`src/rtl/wer_pkg.sv`:
```
// ----------------------------------------------------------------------------
// wer_pkg
// Shared widths, constants, FSM state type and the command/status structs
// that join the controller and the datapath of the efficiency ratio block.
// ----------------------------------------------------------------------------
package wer_pkg;

  // Field widths
  localparam int PRICE_W = 24;
  localparam int RATIO_W = 16;
  localparam int SIZE_W  = 12;
  localparam int WIN_W   = 7;

  // Window handling
  localparam int MAX_WINDOW_DEF = 64;
  localparam int DEFAULT_WINDOW = 16;
  localparam int MIN_WINDOW     = 3;

  // Divider passes: ratio quotient bits and marker size quotient bits
  localparam int Q_STEPS = 16;
  localparam int S_STEPS = 12;
  localparam int STEP_W  = $clog2(Q_STEPS);

  // Output limits
  localparam int RATIO_MAX = 32767;
  localparam int SIZE_MAX  = 2560;

  typedef enum logic [2:0] {
    ST_IDLE,
    ST_SWEEP,
    ST_DIV_Q,
    ST_MID,
    ST_DIV_S,
    ST_POST
  } wer_state_e;

  typedef struct packed {
    logic accept;      // take a new sample
    logic sweep;       // issue the next history read
    logic div_init_q;  // load divider for the ratio pass
    logic div_init_s;  // keep ratio quotient, load divider for the size pass
    logic div_step;    // one restoring division step
    logic load_out;    // load the output register
  } wer_cmd_t;

  typedef struct packed {
    logic has_result;  // the sample being offered will give a result
    logic sweep_done;  // all differences summed
    logic div_last;    // current division step is the last of its pass
  } wer_sts_t;

endpackage

```
`src/rtl/wer_price_if.sv`:
```
// ----------------------------------------------------------------------------
// wer_price_if
// Valid/ready channel carrying one price sample per transfer.
// ----------------------------------------------------------------------------
interface wer_price_if;

  logic                        valid;
  logic                        ready;
  logic [wer_pkg::PRICE_W-1:0] price;

  modport source (output valid, output price, input ready);
  modport sink   (input valid, input price, output ready);

endinterface

```
`src/rtl/wer_result_if.sv`:
```
// ----------------------------------------------------------------------------
// wer_result_if
// Valid/ready channel carrying one ratio result per transfer.
// ----------------------------------------------------------------------------
interface wer_result_if;

  logic                               valid;
  logic                               ready;
  logic signed [wer_pkg::RATIO_W-1:0] phase_ratio;
  logic        [wer_pkg::SIZE_W-1:0]  marker_size;

  modport source (output valid, output phase_ratio, output marker_size, input ready);
  modport sink   (input valid, input phase_ratio, input marker_size, output ready);

endinterface

```
`src/rtl/wer_ram.sv`:
```
// ----------------------------------------------------------------------------
// wer_ram
// Generic single write port, single read port RAM with registered read data.
// ----------------------------------------------------------------------------
module wer_ram #(
  parameter int WIDTH = wer_pkg::PRICE_W,
  parameter int DEPTH = wer_pkg::MAX_WINDOW_DEF + 1
) (
  input  logic                     clk_i,
  input  logic                     we_i,
  input  logic [$clog2(DEPTH)-1:0] waddr_i,
  input  logic [WIDTH-1:0]         wdata_i,
  input  logic                     re_i,
  input  logic [$clog2(DEPTH)-1:0] raddr_i,
  output logic [WIDTH-1:0]         rdata_o
);

  logic [WIDTH-1:0] mem_q [DEPTH];
  logic [WIDTH-1:0] rdata_q;

  // Write port
  always_ff @(posedge clk_i) begin
    if (we_i) begin
      mem_q[waddr_i] <= wdata_i;
    end
  end

  // Registered read port
  always_ff @(posedge clk_i) begin
    if (re_i) begin
      rdata_q <= mem_q[raddr_i];
    end
  end

  assign rdata_o = rdata_q;

endmodule

```
`src/rtl/wer_ctrl.sv`:
```
// ----------------------------------------------------------------------------
// wer_ctrl
// Sequencer: accept a sample, sweep the history, run the two divider passes
// and hand the result to the output register.
// ----------------------------------------------------------------------------
module wer_ctrl (
  input  logic              clk_i,
  input  logic              rst_ni,
  input  logic              in_valid_i,
  output logic              in_ready_o,
  output logic              out_valid_o,
  input  logic              out_ready_i,
  input  wer_pkg::wer_sts_t sts_i,
  output wer_pkg::wer_cmd_t cmd_o
);

  wer_pkg::wer_state_e state_q, state_d;
  logic                out_valid_q, out_valid_d;

  // State and output valid registers
  always_ff @(posedge clk_i or negedge rst_ni) begin
    if (!rst_ni) begin
      state_q     <= wer_pkg::ST_IDLE;
      out_valid_q <= 1'b0;
    end else begin
      state_q     <= state_d;
      out_valid_q <= out_valid_d;
    end
  end

  // Next state and commands
  always_comb begin
    state_d    = state_q;
    cmd_o      = '0;
    in_ready_o = 1'b0;
    case (state_q)
      wer_pkg::ST_IDLE: begin
        in_ready_o = 1'b1;
        if (in_valid_i) begin
          cmd_o.accept = 1'b1;
          if (sts_i.has_result) begin
            state_d = wer_pkg::ST_SWEEP;
          end
        end
      end
      wer_pkg::ST_SWEEP: begin
        if (sts_i.sweep_done) begin
          cmd_o.div_init_q = 1'b1;
          state_d          = wer_pkg::ST_DIV_Q;
        end else begin
          cmd_o.sweep = 1'b1;
        end
      end
      wer_pkg::ST_DIV_Q: begin
        cmd_o.div_step = 1'b1;
        if (sts_i.div_last) begin
          state_d = wer_pkg::ST_MID;
        end
      end
      wer_pkg::ST_MID: begin
        cmd_o.div_init_s = 1'b1;
        state_d          = wer_pkg::ST_DIV_S;
      end
      wer_pkg::ST_DIV_S: begin
        cmd_o.div_step = 1'b1;
        if (sts_i.div_last) begin
          state_d = wer_pkg::ST_POST;
        end
      end
      wer_pkg::ST_POST: begin
        // hold until the output register is free
        if (!out_valid_q || out_ready_i) begin
          cmd_o.load_out = 1'b1;
          state_d        = wer_pkg::ST_IDLE;
        end
      end
      default: begin
        state_d = wer_pkg::ST_IDLE;
      end
    endcase
  end

  // Set on load, clear on transfer
  always_comb begin
    out_valid_d = out_valid_q;
    if (cmd_o.load_out) begin
      out_valid_d = 1'b1;
    end else if (out_ready_i) begin
      out_valid_d = 1'b0;
    end
  end

  assign out_valid_o = out_valid_q;

endmodule

```
`src/rtl/wer_datapath.sv`:
```
// ----------------------------------------------------------------------------
// wer_datapath
// Window register, history pointers, difference accumulator, shared
// restoring divider and output payload registers.
// ----------------------------------------------------------------------------
module wer_datapath #(
  parameter int MAX_WINDOW = wer_pkg::MAX_WINDOW_DEF
) (
  input  logic                                  clk_i,
  input  logic                                  rst_ni,
  input  logic                                  cfg_we_i,
  input  logic        [wer_pkg::WIN_W-1:0]      cfg_wdata_i,
  input  logic        [wer_pkg::PRICE_W-1:0]    price_i,
  input  wer_pkg::wer_cmd_t                     cmd_i,
  output wer_pkg::wer_sts_t                     sts_o,
  output logic                                  ram_we_o,
  output logic        [$clog2(MAX_WINDOW+1)-1:0] ram_waddr_o,
  output logic        [wer_pkg::PRICE_W-1:0]    ram_wdata_o,
  output logic                                  ram_re_o,
  output logic        [$clog2(MAX_WINDOW+1)-1:0] ram_raddr_o,
  input  logic        [wer_pkg::PRICE_W-1:0]    ram_rdata_i,
  output logic signed [wer_pkg::RATIO_W-1:0]    phase_ratio_o,
  output logic        [wer_pkg::SIZE_W-1:0]     marker_size_o
);

  localparam int DEPTH = MAX_WINDOW + 1;
  localparam int AW    = $clog2(DEPTH);
  localparam int CNT_W = $clog2(MAX_WINDOW + 3);
  localparam int SUM_W = wer_pkg::PRICE_W + $clog2(MAX_WINDOW + 1);
  localparam int PW    = wer_pkg::PRICE_W;
  localparam int QS    = wer_pkg::Q_STEPS;

  // Control registers
  logic [wer_pkg::WIN_W-1:0] win_q;
  logic [AW-1:0]             wp_q, wp_d;
  logic [CNT_W-1:0]          count_q, count_d;
  logic [CNT_W-1:0]          remain_q, remain_d;
  logic                      rd_pend_q, rd_pend_d;
  logic [SUM_W-1:0]          den_q, den_d;

  // Payload registers
  logic [AW-1:0]                 raddr_q, raddr_d;
  logic [PW-1:0]                 newest_q, newest_d;
  logic [PW-1:0]                 prev_q, prev_d;
  logic [PW-1:0]                 mag_q, mag_d;
  logic                          neg_q, neg_d;
  logic [SUM_W-1:0]              rem_q, rem_d;
  logic [QS-1:0]                 nb_q, nb_d;
  logic [QS-1:0]                 quo_q, quo_d;
  logic [wer_pkg::STEP_W-1:0]    step_q, step_d;
  logic [wer_pkg::RATIO_W-1:0]   qratio_q, qratio_d;
  logic [wer_pkg::RATIO_W-1:0]   ratio_out_q, ratio_out_d;
  logic [wer_pkg::SIZE_W-1:0]    size_out_q, size_out_d;

  // Combinational helpers
  logic [CNT_W-1:0] count_next, cnt_avail, win_n, cnt_sel;
  logic             win_lo, win_hi;
  logic [PW-1:0]    step_diff, mag_now;
  logic             neg_now;
  logic [PW+2:0]    mag5;
  logic [SUM_W:0]   trial;
  logic             ge;
  logic [AW-1:0]    wp_prev, raddr_prev;

  // Configuration register
  always_ff @(posedge clk_i or negedge rst_ni) begin
    if (!rst_ni) begin
      win_q <= wer_pkg::WIN_W'(wer_pkg::DEFAULT_WINDOW);
    end else if (cfg_we_i) begin
      win_q <= cfg_wdata_i;
    end
  end

  // Effective window and count of differences for the offered sample
  always_comb begin
    count_next = (count_q == CNT_W'(MAX_WINDOW + 2)) ? count_q : count_q + CNT_W'(1);
    cnt_avail  = count_next - CNT_W'(2);
    win_lo     = win_q < wer_pkg::WIN_W'(wer_pkg::MIN_WINDOW);
    win_hi     = 32'(win_q) > 32'(MAX_WINDOW);
    if (win_lo) begin
      win_n = CNT_W'(wer_pkg::DEFAULT_WINDOW);
    end else if (win_hi) begin
      win_n = CNT_W'(MAX_WINDOW);
    end else begin
      win_n = CNT_W'(win_q);
    end
    cnt_sel = (cnt_avail < win_n) ? cnt_avail : win_n;
  end

  // Wrapping decrements of the history pointers
  assign wp_prev    = (wp_q == '0) ? AW'(DEPTH - 1) : wp_q - AW'(1);
  assign raddr_prev = (raddr_q == '0) ? AW'(DEPTH - 1) : raddr_q - AW'(1);

  // Absolute differences
  assign step_diff = (prev_q >= ram_rdata_i) ? prev_q - ram_rdata_i : ram_rdata_i - prev_q;
  assign neg_now   = newest_q < prev_q;
  assign mag_now   = neg_now ? prev_q - newest_q : newest_q - prev_q;

  // Size pass numerator is mag * 2560 = (mag * 5) << 9
  assign mag5 = {mag_q, 2'b00} + (PW + 3)'(mag_q);

  // Restoring division step
  assign trial = {rem_q, nb_q[QS-1]};
  assign ge    = trial >= {1'b0, den_q};

  always_comb begin
    wp_d        = wp_q;
    count_d     = count_q;
    remain_d    = remain_q;
    rd_pend_d   = 1'b0;
    den_d       = den_q;
    raddr_d     = raddr_q;
    newest_d    = newest_q;
    prev_d      = prev_q;
    mag_d       = mag_q;
    neg_d       = neg_q;
    rem_d       = rem_q;
    nb_d        = nb_q;
    quo_d       = quo_q;
    step_d      = step_q;
    qratio_d    = qratio_q;
    ratio_out_d = ratio_out_q;
    size_out_d  = size_out_q;

    // Take a sample: write history, advance pointer and count, arm the sweep
    if (cmd_i.accept) begin
      wp_d     = (wp_q == AW'(DEPTH - 1)) ? '0 : wp_q + AW'(1);
      count_d  = count_next;
      newest_d = price_i;
      prev_d   = price_i;
      raddr_d  = wp_prev;
      if (count_q >= CNT_W'(2)) begin
        remain_d = cnt_sel;
        den_d    = '0;
      end
    end

    // Issue one history read a cycle, walking toward older samples
    if (cmd_i.sweep && (remain_q != '0)) begin
      rd_pend_d = 1'b1;
      remain_d  = remain_q - CNT_W'(1);
      raddr_d   = raddr_prev;
    end

    // Accumulate the returning difference; the last one read is the oldest
    if (rd_pend_q) begin
      den_d  = den_q + SUM_W'(step_diff);
      prev_d = ram_rdata_i;
    end

    // Ratio pass: numerator mag << 15, remainder preloaded with its high part
    if (cmd_i.div_init_q) begin
      mag_d  = mag_now;
      neg_d  = neg_now;
      rem_d  = SUM_W'(mag_now >> 1);
      nb_d   = {mag_now[0], {(QS - 1){1'b0}}};
      quo_d  = '0;
      step_d = wer_pkg::STEP_W'(wer_pkg::Q_STEPS - 1);
    end

    // Size pass: keep the ratio quotient, numerator mag * 2560
    if (cmd_i.div_init_s) begin
      qratio_d = wer_pkg::RATIO_W'(quo_q);
      rem_d    = SUM_W'(mag5 >> 3);
      nb_d     = {mag5[2:0], {(QS - 3){1'b0}}};
      quo_d    = '0;
      step_d   = wer_pkg::STEP_W'(wer_pkg::S_STEPS - 1);
    end

    // Shift in one numerator bit, subtract when it fits
    if (cmd_i.div_step) begin
      rem_d  = ge ? SUM_W'(trial - {1'b0, den_q}) : SUM_W'(trial);
      quo_d  = {quo_q[QS-2:0], ge};
      nb_d   = {nb_q[QS-2:0], 1'b0};
      step_d = step_q - wer_pkg::STEP_W'(1);
    end

    // Sign, saturate, clamp; a flat window gives zeros
    if (cmd_i.load_out) begin
      if (den_q == '0) begin
        ratio_out_d = '0;
        size_out_d  = '0;
      end else begin
        if (neg_q) begin
          ratio_out_d = ~qratio_q + wer_pkg::RATIO_W'(1);
        end else if (qratio_q[wer_pkg::RATIO_W-1]) begin
          ratio_out_d = wer_pkg::RATIO_W'(wer_pkg::RATIO_MAX);
        end else begin
          ratio_out_d = qratio_q;
        end
        if (quo_q[wer_pkg::SIZE_W-1:0] > wer_pkg::SIZE_W'(wer_pkg::SIZE_MAX)) begin
          size_out_d = wer_pkg::SIZE_W'(wer_pkg::SIZE_MAX);
        end else begin
          size_out_d = quo_q[wer_pkg::SIZE_W-1:0];
        end
      end
    end
  end

  // Control state
  always_ff @(posedge clk_i or negedge rst_ni) begin
    if (!rst_ni) begin
      wp_q      <= '0;
      count_q   <= '0;
      remain_q  <= '0;
      rd_pend_q <= 1'b0;
      den_q     <= '0;
    end else begin
      wp_q      <= wp_d;
      count_q   <= count_d;
      remain_q  <= remain_d;
      rd_pend_q <= rd_pend_d;
      den_q     <= den_d;
    end
  end

  // Payload state
  always_ff @(posedge clk_i) begin
    raddr_q     <= raddr_d;
    newest_q    <= newest_d;
    prev_q      <= prev_d;
    mag_q       <= mag_d;
    neg_q       <= neg_d;
    rem_q       <= rem_d;
    nb_q        <= nb_d;
    quo_q       <= quo_d;
    step_q      <= step_d;
    qratio_q    <= qratio_d;
    ratio_out_q <= ratio_out_d;
    size_out_q  <= size_out_d;
  end

  // History RAM hookup
  assign ram_we_o    = cmd_i.accept;
  assign ram_waddr_o = wp_q;
  assign ram_wdata_o = price_i;
  assign ram_re_o    = cmd_i.sweep && (remain_q != '0);
  assign ram_raddr_o = raddr_q;

  // Status to the controller
  assign sts_o.has_result = count_q >= CNT_W'(2);
  assign sts_o.sweep_done = (remain_q == '0) && !rd_pend_q;
  assign sts_o.div_last   = step_q == '0;

  assign phase_ratio_o = ratio_out_q;
  assign marker_size_o = size_out_q;

endmodule

```
`src/rtl/windowed_efficiency_ratio.sv`:
```
// ----------------------------------------------------------------------------
// windowed_efficiency_ratio
// Efficiency ratio of a price stream over a sliding window of differences.
// Each price transfer is written into a history RAM of MAX_WINDOW+1 entries.
// From the third sample on, one result follows: the net change over the sum
// of absolute changes across the last cnt = min(N, samples - 2) differences,
// as a signed Q1.15 ratio (+1 saturates to 32767), and a marker size of
// min(|ratio| * 10, 10) in units of 1/256. A window register value below 3
// means 16, one above MAX_WINDOW means MAX_WINDOW; a write takes effect on the
// next sample. For an item with a result, the sweep reads one history entry
// per cycle through the single RAM read port, then a shared restoring
// divider retires one quotient bit per cycle, 16 for the ratio and 12 for
// the size. The output register lets the next sample enter while a result
// waits.
// ----------------------------------------------------------------------------
module windowed_efficiency_ratio #(
  parameter int MAX_WINDOW = wer_pkg::MAX_WINDOW_DEF
) (
  input  logic                        clk_i,
  input  logic                        rst_ni,
  input  logic                        cfg_we_i,
  input  logic [wer_pkg::WIN_W-1:0]   cfg_wdata_i,
  wer_price_if.sink                   price_i,
  wer_result_if.source                result_o
);

  localparam int DEPTH = MAX_WINDOW + 1;
  localparam int AW    = $clog2(DEPTH);

  wer_pkg::wer_cmd_t cmd;
  wer_pkg::wer_sts_t sts;

  logic                        ram_we, ram_re;
  logic [AW-1:0]               ram_waddr, ram_raddr;
  logic [wer_pkg::PRICE_W-1:0] ram_wdata, ram_rdata;
  logic                        in_ready, out_valid;

  // Sequencer
  wer_ctrl u_ctrl (
    .clk_i       (clk_i),
    .rst_ni      (rst_ni),
    .in_valid_i  (price_i.valid),
    .in_ready_o  (in_ready),
    .out_valid_o (out_valid),
    .out_ready_i (result_o.ready),
    .sts_i       (sts),
    .cmd_o       (cmd)
  );

  // Arithmetic and state
  wer_datapath #(
    .MAX_WINDOW (MAX_WINDOW)
  ) u_datapath (
    .clk_i         (clk_i),
    .rst_ni        (rst_ni),
    .cfg_we_i      (cfg_we_i),
    .cfg_wdata_i   (cfg_wdata_i),
    .price_i       (price_i.price),
    .cmd_i         (cmd),
    .sts_o         (sts),
    .ram_we_o      (ram_we),
    .ram_waddr_o   (ram_waddr),
    .ram_wdata_o   (ram_wdata),
    .ram_re_o      (ram_re),
    .ram_raddr_o   (ram_raddr),
    .ram_rdata_i   (ram_rdata),
    .phase_ratio_o (result_o.phase_ratio),
    .marker_size_o (result_o.marker_size)
  );

  // Price history
  wer_ram #(
    .WIDTH (wer_pkg::PRICE_W),
    .DEPTH (DEPTH)
  ) u_hist_ram (
    .clk_i   (clk_i),
    .we_i    (ram_we),
    .waddr_i (ram_waddr),
    .wdata_i (ram_wdata),
    .re_i    (ram_re),
    .raddr_i (ram_raddr),
    .rdata_o (ram_rdata)
  );

  assign price_i.ready  = in_ready;
  assign result_o.valid = out_valid;

`ifndef SYNTHESIS
  // Never overwrite a result that has not been transferred
  a_no_overwrite: assert property (@(posedge clk_i) disable iff (!rst_ni)
    cmd.load_out |-> (!result_o.valid || result_o.ready))
    else $error("output register loaded while a result waits");

  // A zero ratio implies a zero marker size
  a_zero_ratio_size: assert property (@(posedge clk_i) disable iff (!rst_ni)
    (result_o.valid && (result_o.phase_ratio == '0)) |-> (result_o.marker_size == '0))
    else $error("nonzero marker size with zero ratio");

  // Marker size stays within 2560, ten in units of 1/256
  a_size_range: assert property (@(posedge clk_i) disable iff (!rst_ni)
    result_o.valid |-> (result_o.marker_size <= wer_pkg::SIZE_W'(wer_pkg::SIZE_MAX)))
    else $error("marker size out of range");

  // No sample is taken while the divider runs
  a_busy_divide: assert property (@(posedge clk_i) disable iff (!rst_ni)
    cmd.div_step |-> !price_i.ready)
    else $error("input ready during division");
`endif

endmodule

```
`src/flat_wrapper.sv`:
```
// flat-port wrapper written by rule: the top's interface ports become plain ports
module windowed_efficiency_ratio_flat 
#(
  parameter int MAX_WINDOW = wer_pkg::MAX_WINDOW_DEF
)
  (clk_i, rst_ni, cfg_we_i, cfg_wdata_i, price_i_valid, price_i_price, price_i_ready, result_o_valid, result_o_phase_ratio, result_o_marker_size, result_o_ready);
  wer_price_if price_i_i ();
  wer_result_if result_o_i ();
  input  logic clk_i;
  input  logic rst_ni;
  input  logic cfg_we_i;
  input  logic [wer_pkg::WIN_W-1:0] cfg_wdata_i;
  input wire logic [$bits(price_i_i.valid)-1:0] price_i_valid;
  input wire logic [$bits(price_i_i.price)-1:0] price_i_price;
  output wire logic [$bits(price_i_i.ready)-1:0] price_i_ready;
  output wire logic [$bits(result_o_i.valid)-1:0] result_o_valid;
  output wire logic [$bits(result_o_i.phase_ratio)-1:0] result_o_phase_ratio;
  output wire logic [$bits(result_o_i.marker_size)-1:0] result_o_marker_size;
  input wire logic [$bits(result_o_i.ready)-1:0] result_o_ready;
  assign price_i_i.valid = price_i_valid;
  assign price_i_i.price = price_i_price;
  assign price_i_ready = price_i_i.ready;
  assign result_o_valid = result_o_i.valid;
  assign result_o_phase_ratio = result_o_i.phase_ratio;
  assign result_o_marker_size = result_o_i.marker_size;
  assign result_o_i.ready = result_o_ready;
  windowed_efficiency_ratio #(.MAX_WINDOW(MAX_WINDOW)) u_core (.clk_i(clk_i), .rst_ni(rst_ni), .cfg_we_i(cfg_we_i), .cfg_wdata_i(cfg_wdata_i), .price_i(price_i_i), .result_o(result_o_i));
endmodule
```
`config.mk`:
```
export PLATFORM = sky130hd
export DESIGN_NAME = windowed_efficiency_ratio_flat
export DESIGN_NICKNAME = d
export VERILOG_FILES = /design/src/rtl/wer_pkg.sv /design/src/rtl/wer_price_if.sv /design/src/rtl/wer_result_if.sv /design/src/rtl/wer_ram.sv /design/src/rtl/wer_ctrl.sv /design/src/rtl/wer_datapath.sv /design/src/rtl/windowed_efficiency_ratio.sv /design/src/flat_wrapper.sv
export SDC_FILE = /design/constraint.sdc
export NUM_CORES = 2
export LEC_CHECK = 0
export BUFFER_PORTS_ARGS = -buffer_cell sky130_fd_sc_hd__buf_2
export CORE_MARGIN = 4
export CORE_UTILIZATION = 45
export DETAILED_ROUTE_END_ITERATION = 6
export SLEW_MARGIN = 0
export SYNTH_ARGS = -nofsm -noshare
export SYNTH_HDL_FRONTEND = slang
export SYNTH_SLANG_ARGS = --single-unit
export TNS_END_PERCENT = 30
```
`constraint.sdc`:
```
create_clock -name clk_i -period 5.4 [get_ports clk_i]
set_input_delay 1.08 -clock clk_i [delete_from_list [all_inputs] [get_ports clk_i]]
set_output_delay 1.08 -clock clk_i [all_outputs]
set_load 0.05 [all_outputs]
```
==> flow_metrics.tcl <==
set metrics [dict create \
    status "completed" \
    yosys_warnings 0 \
    num_rows 154 \
    synth_top_area_cell "edfxtp_1" \
    finalHoldViolCount 0 \
    endpoint_kind "flop" \
    fin_crit_ns 5.02 \
    dp_hpwl_um 127000 \
    avgSynthCellArea_um2 17.6 \
    ys_ff_latch 1826 \
    io_buffers 65 \
    critPathMaxFanout 8 \
    finalCritPeriodShare_pct 93.0 \
    firstDrtPassIters 5 \
    die_w_um 430 \
    grt_antenna_before_repair 9 \
    setup_viol 0 \
    grt_usage_pct 22.4 \
    synth_cells 4555 \
    syn2layout_area_growth_pct 12.6 \
    startpoint "u_core.u_datapath.prev_q[14]" \
    insertion_delay_ns 0.84 \
    grt_pass1_wl_um 304000 \
    grt_overflow 0 \
    cts_root_buffer "clkbuf_16" \
    boundaryPins 66 \
    grt_start_max_net_pins 91 \
    synth-seq-area-share_pct 68.2 \
    die_h_um 430 \
    ff2ff_setup_slack_ns 0.38 \
    grt_pass1_vias 43600 \
    cts.clk_slew.worst_paths_ns 0.06 \
    path_class "reg -> reg" \
    cts_tree "yes" \
    gp_congestion 0.911 \
    p_leak_uw 0.0300 \
    htreeDepth 4 \
    synth_nets 4791 \
    holdCritPathClass "reg -> reg" \
    tns_ns 0 \
    worst_hold_slack_ns 0.426 \
    cts_made_buffers 188 \
    drive_gt1_share_pct 22.0 \
    worst-endpoint-required_ns 6.03 \
    cp-start-kind "flop" \
    fmax_mhz 199 \
    num_vias 42900 \
    ys_types 83 \
    synthesis.area_um2 80000 \
    cts_buffer_depth 3 \
    max_slew_margin_pct 20.9 \
    ant_nets 0 \
    skew_ns 0.0771 \
    clock_sinks 1826 \
    synth_commonest_cells "edfxtp_1, mux4_2, nor2_1" \
    worst_slew_pin_slew_ns 1.18 \
    synth-async-reset-ratio_pct 3.50 \
    slew_violations 0 \
    hold_path.startpoint "u_core.u_datapath.quo_q[15]" \
    grt_setup_unrepaired "false" \
    arrival_ns 5.65 \
    drt_iter0_markers 4314 \
    synth_top_area_share_pct 66.2 \
    cap_violations 0 \
    setup_slack_ns 0.376 \
    initial_core_util_pct 45.3 \
    synth_edf_count 1762 \
    core-area_um2 176000 \
    route.detailed.drc 0 \
    synthFlopType "edfxtp_1" \
    layout.nets 4954 \
    dp_slack_ns 0.103 \
    postCtsHoldBufs 0 \
    synth_most_common_cell "edfxtp_1" \
    wirelength_um 207000 \
    ys_top_cells_by_area "edfxtp_1, mux4_2, ha_1" \
    die_area_um2 185000 \
    ir_drop_uv 526 \
    via_per_inst 5.94 \
    power_density_nw_per_um2 606 \
    wl_per_cell_um 28.7 \
    r2r-start "u_core.u_datapath.prev_q[14]" \
]
==> what timing repair did <==
item | in CTS | in global routing
setup endpoints to repair | 0 | 14
resized for setup | 0 | 4
buffers inserted | 0 | 3
==> layout make-up <==
cell class	count	area, µm²
Multi-Input combinational cell	2351	24400
Antenna cell	5	12.5
Fill cell	14300	86500
Timing Repair Buffer	182	1430
Sequential cell	1826	54500
Clock inverter	114	1200
Inverter	169	634
Clock buffer	235	4940
Tap cell	2340	2930
==> sequential cells by signal, indices dropped and copies added (netlist names), 24 cells and up <==
signal and cells:
u_core.u_datapath.den_q 31, u_core.u_datapath.mag_q 24, u_core.u_datapath.newest_q 24, u_core.u_datapath.prev_q 24
u_core.u_datapath.rem_q 31, u_core.u_hist_ram.mem_q 1560, u_core.u_hist_ram.rdata_o 24
==> critical path, stage by stage (launching register included) <==
cell,delay [ns]
edfxtp_1,0.38
inv_1,0.07
ha_1,0.44
nand2_1,0.18
o21ai_0,0.35
a21oi_1,0.14
a211oi_2,0.28
nor2_4,0.08
buf_4,0.15
buf_4,0.17
a211o_1,0.28
a31oi_1,0.25
o21ai_1,0.12
xor2_1,0.15
buf_4,0.16
ha_1,0.32
a21oi_1,0.22
nand2_1,0.09
a211oi_1,0.23
o21ai_1,0.20
a21oi_1,0.24
mux2i_1,0.22
o311ai_1,0.12
==> layout by cell type (no fill, tap or decap), types with 84 or more instances in the layout <==
| cell | synthesis | routed |
|---|---|---|
| nor2_1 | 222 | 156 |
| mux4_2 | 492 | 492 |
| xnor2_1 | 84 | 84 |
| inv_1 | 165 | 165 |
| a21oi_1 | 207 | 205 |
| nand2_1 | 186 | 186 |
| edfxtp_1 | 1762 | 1762 |
| buf_4 | 25 | 99 |
| clkbuf_16 | 0 | 190 |
| ha_1 | 193 | 192 |
==> power breakdown <==
part | switching (µW) | leakage (µW) | internal, µW
logic | 14000 | 0.0103 | 10500
registers | 634 | 0.0167 | 16500
clock network | 5540 | 0.00298 | 7350
total | 20200 | 0.0300 | 34300
==> logic make-up after synthesis <==
family          count (synthesis)  share of synthesized area, %
compound gates                697                          5.57
xor+xnor                      148                          1.62
fa+ha+maj                     200                          3.19
buf+inv                       378                          2.02
flops                        1826                          68.2
mux                           599                          15.3
simple gates                  707                          4.16
==> stage by stage <==
step                      std cells  area (µm²)  utilization (%)  total power (µW)
after floorplan                4555       80000                -             34100
after detailed placement       6865       83800             47.5             41900
after CTS                      7214       90000             51.0             54800
final                          7222       90000             51.0             54500
after global routing           7217       90000             51.0             57500
after global placement         6865       83800             47.5             41800
==> worst paths after layout <==
path                       cells after the start                             end
max in group asynchronous                      2     u_core.u_datapath.rd_pend_q
max                                           22     u_core.u_datapath.den_q[24]
min                                            0  u_core.u_datapath.qratio_q[15]
min in group asynchronous                      2      u_core.u_datapath.win_q[3]
max reg2reg                                   22     u_core.u_datapath.den_q[24]
min reg2reg                                    0  u_core.u_datapath.qratio_q[15]
==> per-layer routing <==
metal / global-route usage (%) / wire length (µm) / vias up
li1: - / - / 18700
met1: 30.5 / 86300 / 22600
met2: 38.0 / 103000 / 1343
met3: 3.36 / 11800 / 297
met4: 5.99 / 5750 / 4
met5: 0 / 27 / -
Note: power is estimated with default switching activity, not from simulation.
